===== config.mk =====
export PLATFORM = sky130hd
export DESIGN_NAME = cup_ram
export DESIGN_NICKNAME = d
export VERILOG_FILES = /design/src/design/cup_ram.sv
export SDC_FILE = /design/constraint.sdc
export NUM_CORES = 2
export LEC_CHECK = 0
export ABC_AREA = 1
export BUFFER_PORTS_ARGS = -buffer_cell sky130_fd_sc_hd__buf_2
export CORE_ASPECT_RATIO = 0.7
export CORE_MARGIN = 5
export CORE_UTILIZATION = 50
export DETAILED_ROUTE_END_ITERATION = 7
export PLACE_DENSITY_LB_ADDON = 0.25
export SLEW_MARGIN = 10
export SYNTH_ARGS = -nofsm -noshare
export SYNTH_HDL_FRONTEND = slang
export SYNTH_SLANG_ARGS = --single-unit

===== constraint.sdc =====
create_clock -name clk -period 1.83 [get_ports clk]
set_input_delay 0.0915 -clock clk [delete_from_list [all_inputs] [get_ports clk]]
set_output_delay 0.0915 -clock clk [all_outputs]
set_load 0.05 [all_outputs]

===== src/design/cup_ram.sv =====
module cup_ram #(
  parameter int WIDTH = 8,
  parameter int DEPTH = 256
) (
  input  logic                     clk,
  input  logic                     wr_en,
  input  logic [$clog2(DEPTH)-1:0] wr_addr,
  input  logic [WIDTH-1:0]         wr_data,
  input  logic [$clog2(DEPTH)-1:0] rd_addr,
  output logic [WIDTH-1:0]         rd_data
);

  logic [WIDTH-1:0] mem [DEPTH];

  always_ff @(posedge clk) begin
    if (wr_en) begin
      mem[wr_addr] <= wr_data;
    end
    rd_data <= mem[rd_addr];
  end

endmodule


==> key figures <==
Status
  • Status: completed

Global routing
  • Global-route congestion overflow total: 0
  • Vias in the first global route: 53856
  • Largest net degree at the start of global routing: 70
  • Gr usage total: 26.88%
  • First-pass GRT wire length: 352000 um
  • Initial antenna violation count: 10

Hold path
  • Hold Startpoint: wr_addr[2]
  • Worst min-delay path class: input pin to flop

CTS
  • Clock Tree Buf Depth: 3
  • Clock Root Buffer: clkbuf_16
  • Clock tree from TritonCTS: built
  • Max H-tree Level: 4
  • Skew-Pair Late Insertion Delay: 0.82 ns
  • Clk sinks: 2056
  • Clock-pin slew on the worst setup and hold paths: 0.07 ns
  • Cts bufs inserted: 184
  • # Post-CTS Setup Buffers: 0

Routing
  • Via count: 57380
  • Initial DRC Count: 8281
  • DRT Pass-1 Iters: 6
  • Routed WL: 238200 um
  • DRC Markers: 0
  • Via/cell ratio: 5.804
  • Post-DRT Antenna Nets: 0
  • Drt wl/cell: 24.09 um

Worst setup path
  • Worst Setup End Kind: flop
  • Buf/Inv on CP: 6
  • Worst Path Required: 2.35 ns
  • Critical Path Source: wr_addr[4]
  • Cells along the critical path: dlygate4sd3_1 > buf_2 > nand2_1 > dlygate4sd3_1 > nor2_1 > inv_1 > buf_4 > nor2_1 > buf_4
  • Critical path's slowest cell: dlygate4sd3_1
  • Crit path launch type: input pin
  • Top delay family on crit path: buffers and inverters
  • Crit path max fanout: 8
  • CP arrival: 2.35 ns
  • R2r startpoint: mem[178][7]
  • CP max stage delay: 0.58 ns
  • CP Class: input pin to flop

Cells and area
  • Multi-input logic area: 0.01938 mm^2
  • Fin nets: 7530
  • FF+latch area: 0.06166 mm^2
  • Share of layout cells above drive strength 1: 14.19%
  • Finished Layout Cells: 9886
  • P&R area growth vs syn: 17.26%
  • Most frequent cells in the layout: nand2_1, edfxtp_1, nand3_1
  • # fillers: 13057
  • Commonest non-fill, non-tap cell in the layout: nand2_1

Timing
  • Skew final: 0.02225 ns
  • Hold Fails Final Rpt: 0
  • Part of the cycle the worst path needs: 99.74%
  • Worst slew pin tran: 0.8008 ns
  • Slew HR: 46.55%
  • Worst hold margin: 0.08109 ns
  • Fin. max-slew vios: 0
  • Final Setup Violations: 0
  • Fin crit period: 1.825 ns
  • Fmax achieved: 0.5479 GHz

Pwr
  • PD cells: 1000 mW/mm^2
  • Pleak: 35.24 nW
  • VDD IR max: 0.7945 mV

Synthesis
  • Yosys reg bits: 2056
  • Yosys warnings: 0
  • Post-synth top area cell: edfxtp_1
  • Synthesized Nets: 7029
  • Post-Synthesis Cells: 7003
  • Sequential element share of the synthesized area: 73.94%
  • Netlist cell types: 14
  • Synthesized area: 0.08340 mm^2
  • Top-area cell type share of the netlist area: 73.74%
  • Avg Cell Area, Syn: 11.91 um^2
  • Area contributors post-synth: edfxtp_1, nand3_1, nand2_1

Placed design
  • Cells after DPL: 9522
  • Hpwl dp: 152900 um
  • Routability cong.: 0.9334
  • Port-buffer cells: 33

Floorplan
  • I/O pin count: 34
  • Core box area: 0.1659 mm^2
  • Starting Density: 50.26%
  • Row cnt: 125
  • Die X: 498.1 um
  • Die Y: 351.7 um
  • Die Area: 0.1752 mm^2

Run
  • Max Cap Violations: 0
-- final timing paths --
path	end	slack, ns	depth (start not counted)
min reg2reg	rd_data[5]	1.00	10
max	mem[180][3]	0.005	9
max reg2reg	rd_data[7]	0.04	10
min	mem[160][3]	0.08	6
-- power breakdown --
group	switching, W	internal [W]
Sequential	0.0000638	0.0519
Clock	0.0171	0.0217
Combinational	0.00495	0.00215
Total	0.0221	0.0757
-- routing by layer --
layer	global-route usage (%)	routed length, um	vias up
li1	-	-	25889
met5	0	80	-
met4	7.543	5494	12
met3	6.608	30440	362
met2	39.05	103500	3343
met1	40.55	98620	27774
-- stage by stage --
| step | TNS [ns] | instance area [um^2] | utilization [%] | power (W) | setup WS [ns] |
|---|---|---|---|---|---|
| 6_report | 0 | 97790 | 58.93 | 0.09780 | 0.004762 |
| 3_3_place_gp | -3.823 | 91370 | 55.06 | 0.05975 | -0.5270 |
| 5_1_grt | -0.02305 | 97790 | 58.93 | 0.1008 | -0.01826 |
| 2_1_floorplan | 0 | 83400 | - | 0.05623 | 0.2470 |
| 4_1_cts | 0 | 97580 | 58.80 | 0.09808 | 0.009850 |
| 3_5_place_dp | -4.017 | 91370 | 55.06 | 0.05983 | -0.5704 |
-- area by class of cell --
class	instances	area share, %
Sequential cell	2056	63.05
Multi-Input combinational cell	4425	19.81
Timing Repair Buffer	798	7.991
Clock buffer	233	5.049
Tap cell	2222	2.843
Clock inverter	111	1.059
Inverter	39	0.1842
Antenna cell	2	0.005118
-- cell families after synthesis --
group                  after synthesis  synth area share [%]
and+or+nand+nor                   4425                 22.95
DFF                               2056                 73.94
buffers and inverters              522                 3.119
-- cell usage after synthesis --
| cell | count |
|---|---|
| nand3_1 | 2019 |
| nand2_1 | 2123 |
| buf_4 | 46 |
| buf_1 | 40 |
| buf_8 | 1 |
| dfxtp_1 | 8 |
| nor2_1 | 283 |
| buf_6 | 16 |
| clkbuf_1 | 112 |
| edfxtp_1 | 2048 |
| inv_2 | 2 |
| inv_1 | 36 |
| inv_4 | 1 |
| buf_2 | 268 |
-- timing repair --
item / CTS / global route
hold endpoints to repair: 2011 / 0
pin swaps: 0 / 1
resized for setup: 11 / 42
setup endpoints to repair: 10 / 111
gates cloned: 0 / 1
hold buffers: 19 / 0
-- state kept, by name, summed over array words and instances, names as in the netlist --
signal and cells:
rd_data 8, mem 2048
-- worst reg2reg max path: stages, from the launching register on --
cell and delay [ns]:
edfxtp_1 0.39, nand2_1 0.09, nand3_1 0.09, nand3_1 0.10, nand3_1 0.13, nand3_1 0.19, nand3_1 0.33, nand3_1 0.17
nand2_1 0.07, nand2_1 0.06, nand2_1 0.06
(Power assumes the default switching activity.)
