--- config.mk ---
export PLATFORM = sky130hd
export DESIGN_NAME = cup_eval
export DESIGN_NICKNAME = d
export VERILOG_FILES = /design/src/design/cup_pkg.sv /design/src/design/cup_eval.sv
export SDC_FILE = /design/constraint.sdc
export NUM_CORES = 1
export LEC_CHECK = 0
export CAP_MARGIN = 10
export CORE_AREA = 4 4 41 43
export DETAILED_ROUTE_END_ITERATION = 12
export DIE_AREA = 0 0 45 47
export DONT_BUFFER_PORTS = 1
export SYNTH_ARGS = -nofsm -noshare
export SYNTH_HDL_FRONTEND = slang
export SYNTH_SLANG_ARGS = --single-unit
--- constraint.sdc ---
create_clock -name clk -period 3.4 [get_ports clk]
set_clock_uncertainty 0.2 [all_clocks]
set_input_delay 0.34 -clock clk [delete_from_list [all_inputs] [get_ports clk]]
set_output_delay 0.34 -clock clk [all_outputs]
set_load 0.005 [all_outputs]
--- src/design/cup_pkg.sv ---
package cup_pkg;

  typedef enum logic [1:0] {
    MODE_WRITE_LIT = 2'd0,
    MODE_WRITE_VAR = 2'd1,
    MODE_PROPAGATE = 2'd2,
    MODE_READ_VAR  = 2'd3
  } mode_t;

  // per-clause scan summary handed from the evaluator to the sequencer
  typedef struct packed {
    logic any_true;
    logic all_false;
    logic unit;
  } clause_verdict_t;

endpackage

--- src/design/cup_eval.sv ---
module cup_eval #(
  parameter int MAX_LITS = 8
) (
  input  logic                        clk,
  input  logic                        clear,
  input  logic                        lit_valid,
  input  logic                        lit_present,
  input  logic                        lit_assigned,
  input  logic                        lit_true,
  input  logic [$clog2(MAX_LITS+1)-1:0] slot,
  output cup_pkg::clause_verdict_t    verdict,
  output logic [$clog2(MAX_LITS+1)-1:0] free_slot
);
  import cup_pkg::*;

  // counting unit: folds one present literal per cycle into the clause summary; clear takes priority
  logic       any_true;
  logic [$clog2(MAX_LITS+1)-1:0] n_total;
  logic [$clog2(MAX_LITS+1)-1:0] n_false;
  logic       have_free;

  always_ff @(posedge clk) begin
    if (clear) begin
      any_true  <= 1'b0;
      n_total   <= '0;
      n_false   <= '0;
      have_free <= 1'b0;
      free_slot <= '0;
    end else if (lit_valid && lit_present) begin
      n_total <= n_total + 1'b1;
      if (lit_assigned) begin
        if (lit_true) begin
          any_true <= 1'b1;
        end else begin
          n_false <= n_false + 1'b1;
        end
      end else if (!have_free) begin
        have_free <= 1'b1;
        free_slot <= slot;
      end
    end
  end

  assign verdict.any_true  = any_true;
  assign verdict.all_false = !any_true && (n_false == n_total);
  assign verdict.unit      = !any_true && (n_false + 1'b1 == n_total);

endmodule
==> results, run 1 <==
- The flow ran to the end, and the final reports show no timing, DRC or antenna violations.
- The CTS root buffer is clkbuf_4.
- Dividing total power by cell area gives a power density of 441.3 mW/mm².
- The largest total area in the synthesized netlist belongs to dfxtp_1.
- The die outline area is 0.002115 mm².
- TritonCTS built the clock tree.
- After clock tree synthesis, the clock-pin slew on the worst setup and hold paths is 80 ps.
- Once routing completed, OpenROAD measured the worst setup slack at 1220 ps.
- STA puts the critical path data required time at 2860 ps.
- The number of synthesized flops with an enable pin is 0.
- The synthesized area per cell is a little under 10 µm².
- The type of the setup path with the least slack is flip-flop to primary output.
- The commonest cells after synthesis are dfxtp_1 (14), nor2_1 (10), xor2_1 (6), mux2i_1 (5).
- The post-synthesis net count is 81.
- The number of buffers created by CTS is 3.
- The utilization after layout is 54.52%.
- The family with the most delay on the worst path is simple AND/OR/NAND/NOR gates.
- The count of vias placed by the detailed router is 472.
- Setup repair after global routing left no endpoint under its margin.
- After clock tree synthesis, the flow added hold-fix buffers numbering 1.
- The worst pin sits at a relative slew slack of between 60% and 70%.
- The count of cell types in the netlist is 21.
- Of all nets on the critical path, the largest fanout is 4.
- The total internal power is 245.5 µW.
- dfxtp_1 is the most common cell in the netlist.
- The worst setup path is captured at a primary output.
- For this block, the initial DRC count from the detailed router was 8.
- Of the total power, combinational logic draws under 10%.
- After detailed routing, the number of remaining DRC violations is 0.
- The share of total power dissipated in sequential elements is a little under three fifths.
- The launching element of the worst setup path is n_false[0].
- For the pin with the worst max-slew slack, the measured transition is 512.0 ps.
- The capturing element of the worst setup path is verdict[0].
- The antenna violation net count after detailed routing is 0.
- The share of Yosys cell area claimed by the top area cell type is 42.26%.
- The number of violations of the max-capacitance limit is 0.
- For the final routed database, the setup TNS stands at 0 ps.
- The number of instances in the placed design is 81.
- After clock tree synthesis, the repair step resized 0 gates.
- The clock sink count is 14.
- The total number of cells along the worst setup path is 4.
- The HPWL after detailed placement is 897.6 µm.
- Hold timing on the final database bottoms out at a slack of about 15 ps.
- The highest cell delay on the worst timing path is 410 ps.
- Across the VDD grid, the largest voltage drop is 0.0002784 V.
- Walking the worst path, the cells encountered are ha_1 > xor2_1 > or3_1 > nor3_1.
- Sequential elements use 42.26% of the synthesized area.
- The reg-to-reg setup timing slack is 1960 ps.
- The wire length of the first global-routing pass is 1932 µm.
- Before antenna repair, the detailed router went through 4 iterations.
- The fraction of layout cells with a size suffix above 1 is 11.27%.
- The finished cells cover 709.4 µm².
- The cell at the slowest stage of the critical path is dfxtp_1.
- The post-placement worst setup slack is 1508 ps.
- The most used flip-flop cell after synthesis is dfxtp_1.
- The net switching fraction of the power is 21.57%.
- The worst flop-to-flop path endpoint is n_false[2].
- The register bit total from synthesis is 14.
- For this run, the total global-route usage over all layers was measured as 12.99%.
- The via count of the first global-routing pass is 457.
- The shortest clock period the worst path allows after layout is approximately 2200 ps.
- The largest buffer count on any clock path is 2.
- The number of pins exceeding their max-slew limit in the final report came to 0.
- The antenna diode instance count is 0.
- The post-detailed-route wirelength per cell is 13.56 µm.
- The depth of the worst register-to-register path is 4.
- The post-place instance area is 663.1 µm².
- The cell area after synthesis is 663.1 µm².
- The overall die height is 47 µm.
- The power share of the clock group is 37.0%.
- The post-CTS setup repair buffer count is 0.
- Sorting the synthesized cells by area gives the leading types as dfxtp_1 (42%), xor2_1 (7.9%), mux2i_1 (7.5%), nor2_1 (5.7%), xnor2_1 (5.3%).
- Synthesis produced 69 cells.
- Leaving out filler cells and counting taps, the final layout contains 86.
- The analysis attributes to net switching a power of 67.52 µW.
- The static leakage is around 0.29 nW.
- The floorplan has 13 rows.
- The number of failing hold endpoints at the final stage is 0.
- The clock latency reported for the late side of the worst-skew pair is 270 ps.
- At the worst endpoint, the arrival time is 1640 ps.
- After layout, the design draws a total of 313.1 µW.
- The initial utilization of the core area, before any placement, comes to slightly above 50%.
- The mean number of vias per cell is 5.488.
- The core outline area is 0.001301 mm².
- Setup violations remaining at the end of the flow were counted as 0.
- The initial antenna violation count came to 0.
- The buffers plus inverters on the worst setup path is 0.
- STA classifies the critical path startpoint as a flip-flop.
- Of the available clock period, the critical path in the final layout requires 64.12%.
- The total grt overflow is 0.
- From left edge to right edge, the die measures 45 µm.
- The async set or reset register ratio after synthesis is 0%.
- The maximum clock frequency is between 400 and 500 MHz.
- The pin count of the biggest net entering global routing is 15.
- The number of warning messages in the yosys log is 0.
- Input and output buffers added on the ports amount to 0.
- The congestion estimate from routability-driven global placement came to 0.7947.
- In this run the critical register-to-register path is launched from n_false[0].
- In this run the number of H-tree levels came out at 1.
- The layout filler cell count is 109.
- The number of placed I/O pins is 17.
- The area growth from synthesis to final layout is 6.981%.
- The final layout contains routed wiring with a total length of 1166 µm.
- At the end of the flow, the number of nets in the layout was 84.
- The path class of the tightest hold or removal check is primary input to flip-flop.
how the worst min path moves through the flow:
stage            start      endpoint  slack (ps)  cells past startpoint
2_1_floorplan    clear    n_false[2]         210                      1
3_3_place_gp     clear    n_total[1]         210                      1
3_5_place_dp     clear    n_total[3]         210                      1
4_1_cts        slot[0]  free_slot[0]           9                      2
5_1_grt        slot[1]  free_slot[1]          10                      2
6_report       slot[0]  free_slot[0]          20                      2
cells in the final DEF (no fill, tap or decap), drive strengths merged:
cell type,count
nand2,3
o21ba,1
nor2,10
nand4b,1
or3,4
clkbuf,4
a21oi,4
nand3,4
nor3,1
dfxtp,14
inv,1
xor2,6
and4bb,1
dlygate4sd3,1
xnor2,4
a41oi,1
o21ai,3
nor4,1
ha,2
mux2i,5
cells by family after synthesis:
group,after synthesis,synth area share (%)
multiplexers,5,7.547
XOR/XNOR,10,13.21
buffers and inverters,4,3.394
AO/OA/AOI/OAI,9,8.113
flip-flops,14,42.26
AND/OR/NAND/NOR,25,21.70
adder cells (fa/ha/maj),2,3.773
routing by layer:
metal | GRT usage [%] | vias up | share of wire, %
met3 | 4.598 | 2 | 5.3
li1 | - | 244 | -
met5 | 0 | - | 0
met1 | 14.45 | 213 | 46
met4 | 7.018 | 0 | 0.86
met2 | 21.75 | 13 | 47
state kept, by name, indices dropped and copies added, names as in the netlist:
| register | count |
|---|---|
| any_true | 1 |
| free_slot | 4 |
| have_free | 1 |
| n_false | 4 |
| n_total | 4 |
area by class of cell:
cell class	instances	area [µm²]	share of cell area, %
sequential	14	280.3	39.51
clock buffer	4	36.28	5.115
timing repair buffer	1	10.01	1.411
tap	15	18.77	2.646
inverter	1	3.754	0.5291
multi-input combinational	51	360.3	50.79
power by group through the flow:
stage	logic, mW	clock network [mW]	registers (mW)
3_3_place_gp	0.0200	0	0.177
2_1_floorplan	0.0208	0	0.176
4_1_cts	0.0240	0.122	0.174
3_5_place_dp	0.0206	0	0.178
6_report	0.0235	0.116	0.174
5_1_grt	0.0272	0.128	0.175
worst reg2reg max path: cells and delay by family, from the launching register on:
family | cells | cell delay (ps)
adders and majority gates | 1 | 220
buffers and inverters | 1 | 60
and+or+nand+nor | 1 | 340
AOI/OAI and AO/OA | 1 | 140
DFF | 1 | 410
Power figures use the tool's default switching activity.
==> inputs of run 2 (changes only) <==
- PLACE_DENSITY: unset -> 0.67
- clock period: 3.4 -> 1.8 ns (I/O delays scaled with it)
==> run 2 against run 1 <==
Compared with the run above:
- non-clock buffer count up 13
- wire length increased by 24%
- die area did not move
- core utilization grew 14 points
- combinational power grew to 3.4 times the previous value
- highest routed layer unchanged
- the flow now finishes with violations (negative setup slack)
==> results, run 2 (same netlist as run 1, synthesis figures left out) <==
- In the final layout, the registers with the most flip-flops are free_slot: 4 flops, n_false: 4 flops, n_total: 4 flops.
- The clock-pin slew reported for the worst setup and hold paths after clock tree synthesis is roughly 90 ps.
- Entering global routing, the biggest net connects 15 pins.
- The number of failing hold endpoints at the final stage is 0.
- 17 I/O pins were placed.
- STA classifies the critical path startpoint as a flip-flop.
- The die covers 0.002115 mm².
- Summed over all cells, the static leakage comes to 0.3838 nW.
- The mean number of vias per cell is 5.515.
- The core outline area is 0.001301 mm².
- The TritonCTS clock tree is built.
- In this run, the combinational gates consume 12.5% of the power.
- The floorplan step set the die width to 45 µm.
- The detail route stage leaves a number of antenna-violating nets equal to 0.
- Wire segments on met3 add up to 60 µm in the final route.
- The starting DRC count in detailed routing is 5.
- The detailed router used layers up to and including met4.
- After detailed routing, the number of remaining DRC violations is 0.
- At the worst endpoint, the required time is approximately 1400 ps.
- The CTS root buffer is clkbuf_4.
- The largest buffer count on any clock path is 2.
- The number of rows in the core area is 13.
- In this run the power density over the cells is between 700 and 800 mW/mm².
- The number of pins exceeding their max-slew limit in the final report is 0.
- The clock latency reported for the late side of the worst-skew pair is ~290 ps.
- The first global-routing pass estimated 2442 µm of wire.
- The maximum VDD drop is 0.0004624 V.
- Sequential cells account for 51.8% of the total power.
- The shortest clock period the worst path allows after layout is 1854 ps.
- The repair_antennas step left the layout with diodes totalling 0.
- Timing analysis after detailed placement gives a worst setup slack of 101.4 ps.
- Timing would allow up to 539.5 MHz.
- The number of buffers created by CTS is 3.
- The total grt overflow is 0.
- The net switching fraction of the power is around a quarter.
- Once placement completed, the tool counted placed cells totaling 82.
- CTS built an H-tree with a depth of 1.
- For the pin with the worst max-slew slack, the measured transition is ~520 ps.
- In this run the register-to-register setup slack is roughly 90 ps.
- At the end of the flow the core is filled with cells to between 60% and 70%.
- Setup slack on the critical path of the routed design comes to -53.63 ps.
- The via count of the first global-routing pass is 555.
- The count of endpoints failing setup in the final report is 1.
- The critical path arrival is 1470 ps.
- The count of buffers added on input and output ports is 0.
- The area growth from synthesis to final layout is 34.15%.
- The overall routing resource usage is between 10% and 20%.
- The routed metal-1 wire length is 553 µm.
- The count of vias placed by the detailed router is 546.
- The clock sink count is 14.
- The highest cell delay on the worst timing path is 350 ps.
- The final worst hold slack is 33.01 ps.
- In the detailed route, the total length drawn on met2 is roughly 800 µm.
- In the layout the commonest cells are nor2_1 (10), dfxtp_1 (10), dlygate4sd3_1 (9).
- The run finished, with violations left.
- The initial antenna violation count came to 0.
- After the last flow step, the layout net total stands at 97.
- After filler insertion, the fill cell instance count of the layout stands at 105.
- The final cell count without fillers is between 90 and 100.
- In this run the worst hold path is classified as primary input to flip-flop.
- The placer congestion estimate is a little under 0.8.
- The detailed-routing iteration count for the pre-antenna-repair pass is 4.
- The initial utilization of the core area, before any placement, comes to 50.96%.
- Wires add up to 1446 µm.
- The tool flagged a number of max-cap violations equal to 0.
- The cell at the slowest stage of the critical path is dfxtp_2.
- The endpoint class of the critical path is a primary output.
- Setup repair after global routing could not meet its margin everywhere.
- The headroom to the max-slew limit is 65.45%.
- The post-detailed-route wirelength per cell is 14.61 µm.
- The signal on the critical path passes through ha_4 > xor2_1 > or3_1 > nor3_2.
- The critical path is of the flip-flop to primary output type.
- In this run the worst path has a maximum fanout of 2.
- The internal power of the cells totals 485.0 µW.
- The final critical path takes up 103.0% of the cycle.
- The final reports fail on negative setup slack.
- The share of total power dissipated in the clock network is 35.7%.
- The post-route netlist has 21.43% of its cells at a drive strength greater than 1.
- In this run the power spent charging and discharging nets is 147.5 µW.
- Power comes to between 600 and 700 µW.
- In this run the vertical extent of the chip is 47 µm.
## run 2: changes by cell type in the layout (fill, tap and decap cells not counted)
cell and delta:
buf_4 +2, dfxtp_1 -4, dfxtp_2 +3, dfxtp_4 +1
dlygate4sd3_1 +8, dlymetal6s4s_1 +3, ha_1 -1, ha_4 +1
nor3_1 -1, nor3_2 +1, nor4_1 -1, nor4_4 +1
xnor2_1 -1, xnor2_2 +1
## run 2: per-layer routing
layer	global-route usage (%)	vias up
li1	-	267
met3	2.682	5
met2	31.07	13
met1	17.40	261
met4	12.28	0
met5	0	-
## run 2: critical path: cells and delay by family, from the launching register on
| kind | cells | cell delay (ps) |
|---|---|---|
| flip-flops | 1 | 350 |
| XOR/XNOR | 1 | 150 |
| AND/OR/NAND/NOR | 2 | 460 |
| adder cells (fa/ha/maj) | 1 | 240 |
## run 2: power groups by stage
stage               Clock [mW]  Combinational [mW]  Sequential [mW]
floorplan                    0              0.0392            0.332
global placement             0              0.0396            0.334
detailed placement           0              0.0404            0.334
CTS                      0.235              0.0706            0.326
global route             0.250              0.0869            0.329
finish                   0.226              0.0789            0.328
## run 2: repair_timing
action | 4_1_cts | 5_1_grt
endpoints found under the hold margin | 14 | 0
buffers inserted | 1 | 0
hold buffers | 12 | 0
endpoints found under the setup margin | 1 | 5
resized for setup | 5 | 8
pin swaps | 1 | 2
## run 2: path summary, 6_finish.rpt
| path | start | depth (start not counted) | endpoint |
|---|---|---|---|
| max | n_false[0] | 4 | verdict[0] |
| min | lit_true | 3 | n_false[3] |
| min reg2reg | n_false[3] | 2 | n_false[3] |
| max reg2reg | n_total[0] | 4 | n_total[1] |
## run 2: area by class of cell
| cell class | count | area [µm²] | area share [%] |
|---|---|---|---|
| timing repair buffer | 14 | 142.6 | 16.03 |
| tap | 15 | 18.77 | 2.110 |
| clock buffer | 4 | 36.28 | 4.079 |
| multi-input combinational | 51 | 400.4 | 45.01 |
| inverter | 1 | 3.754 | 0.4219 |
| sequential | 14 | 287.8 | 32.35 |
## run 2: stage by stage
step	instance area, µm²	TNS [ps]
floorplan	663.1	0
global placement	670.6	0
detailed placement	670.6	0
CTS	857.1	-217.8
global route	889.6	-123.5
finish	889.6	-53.63
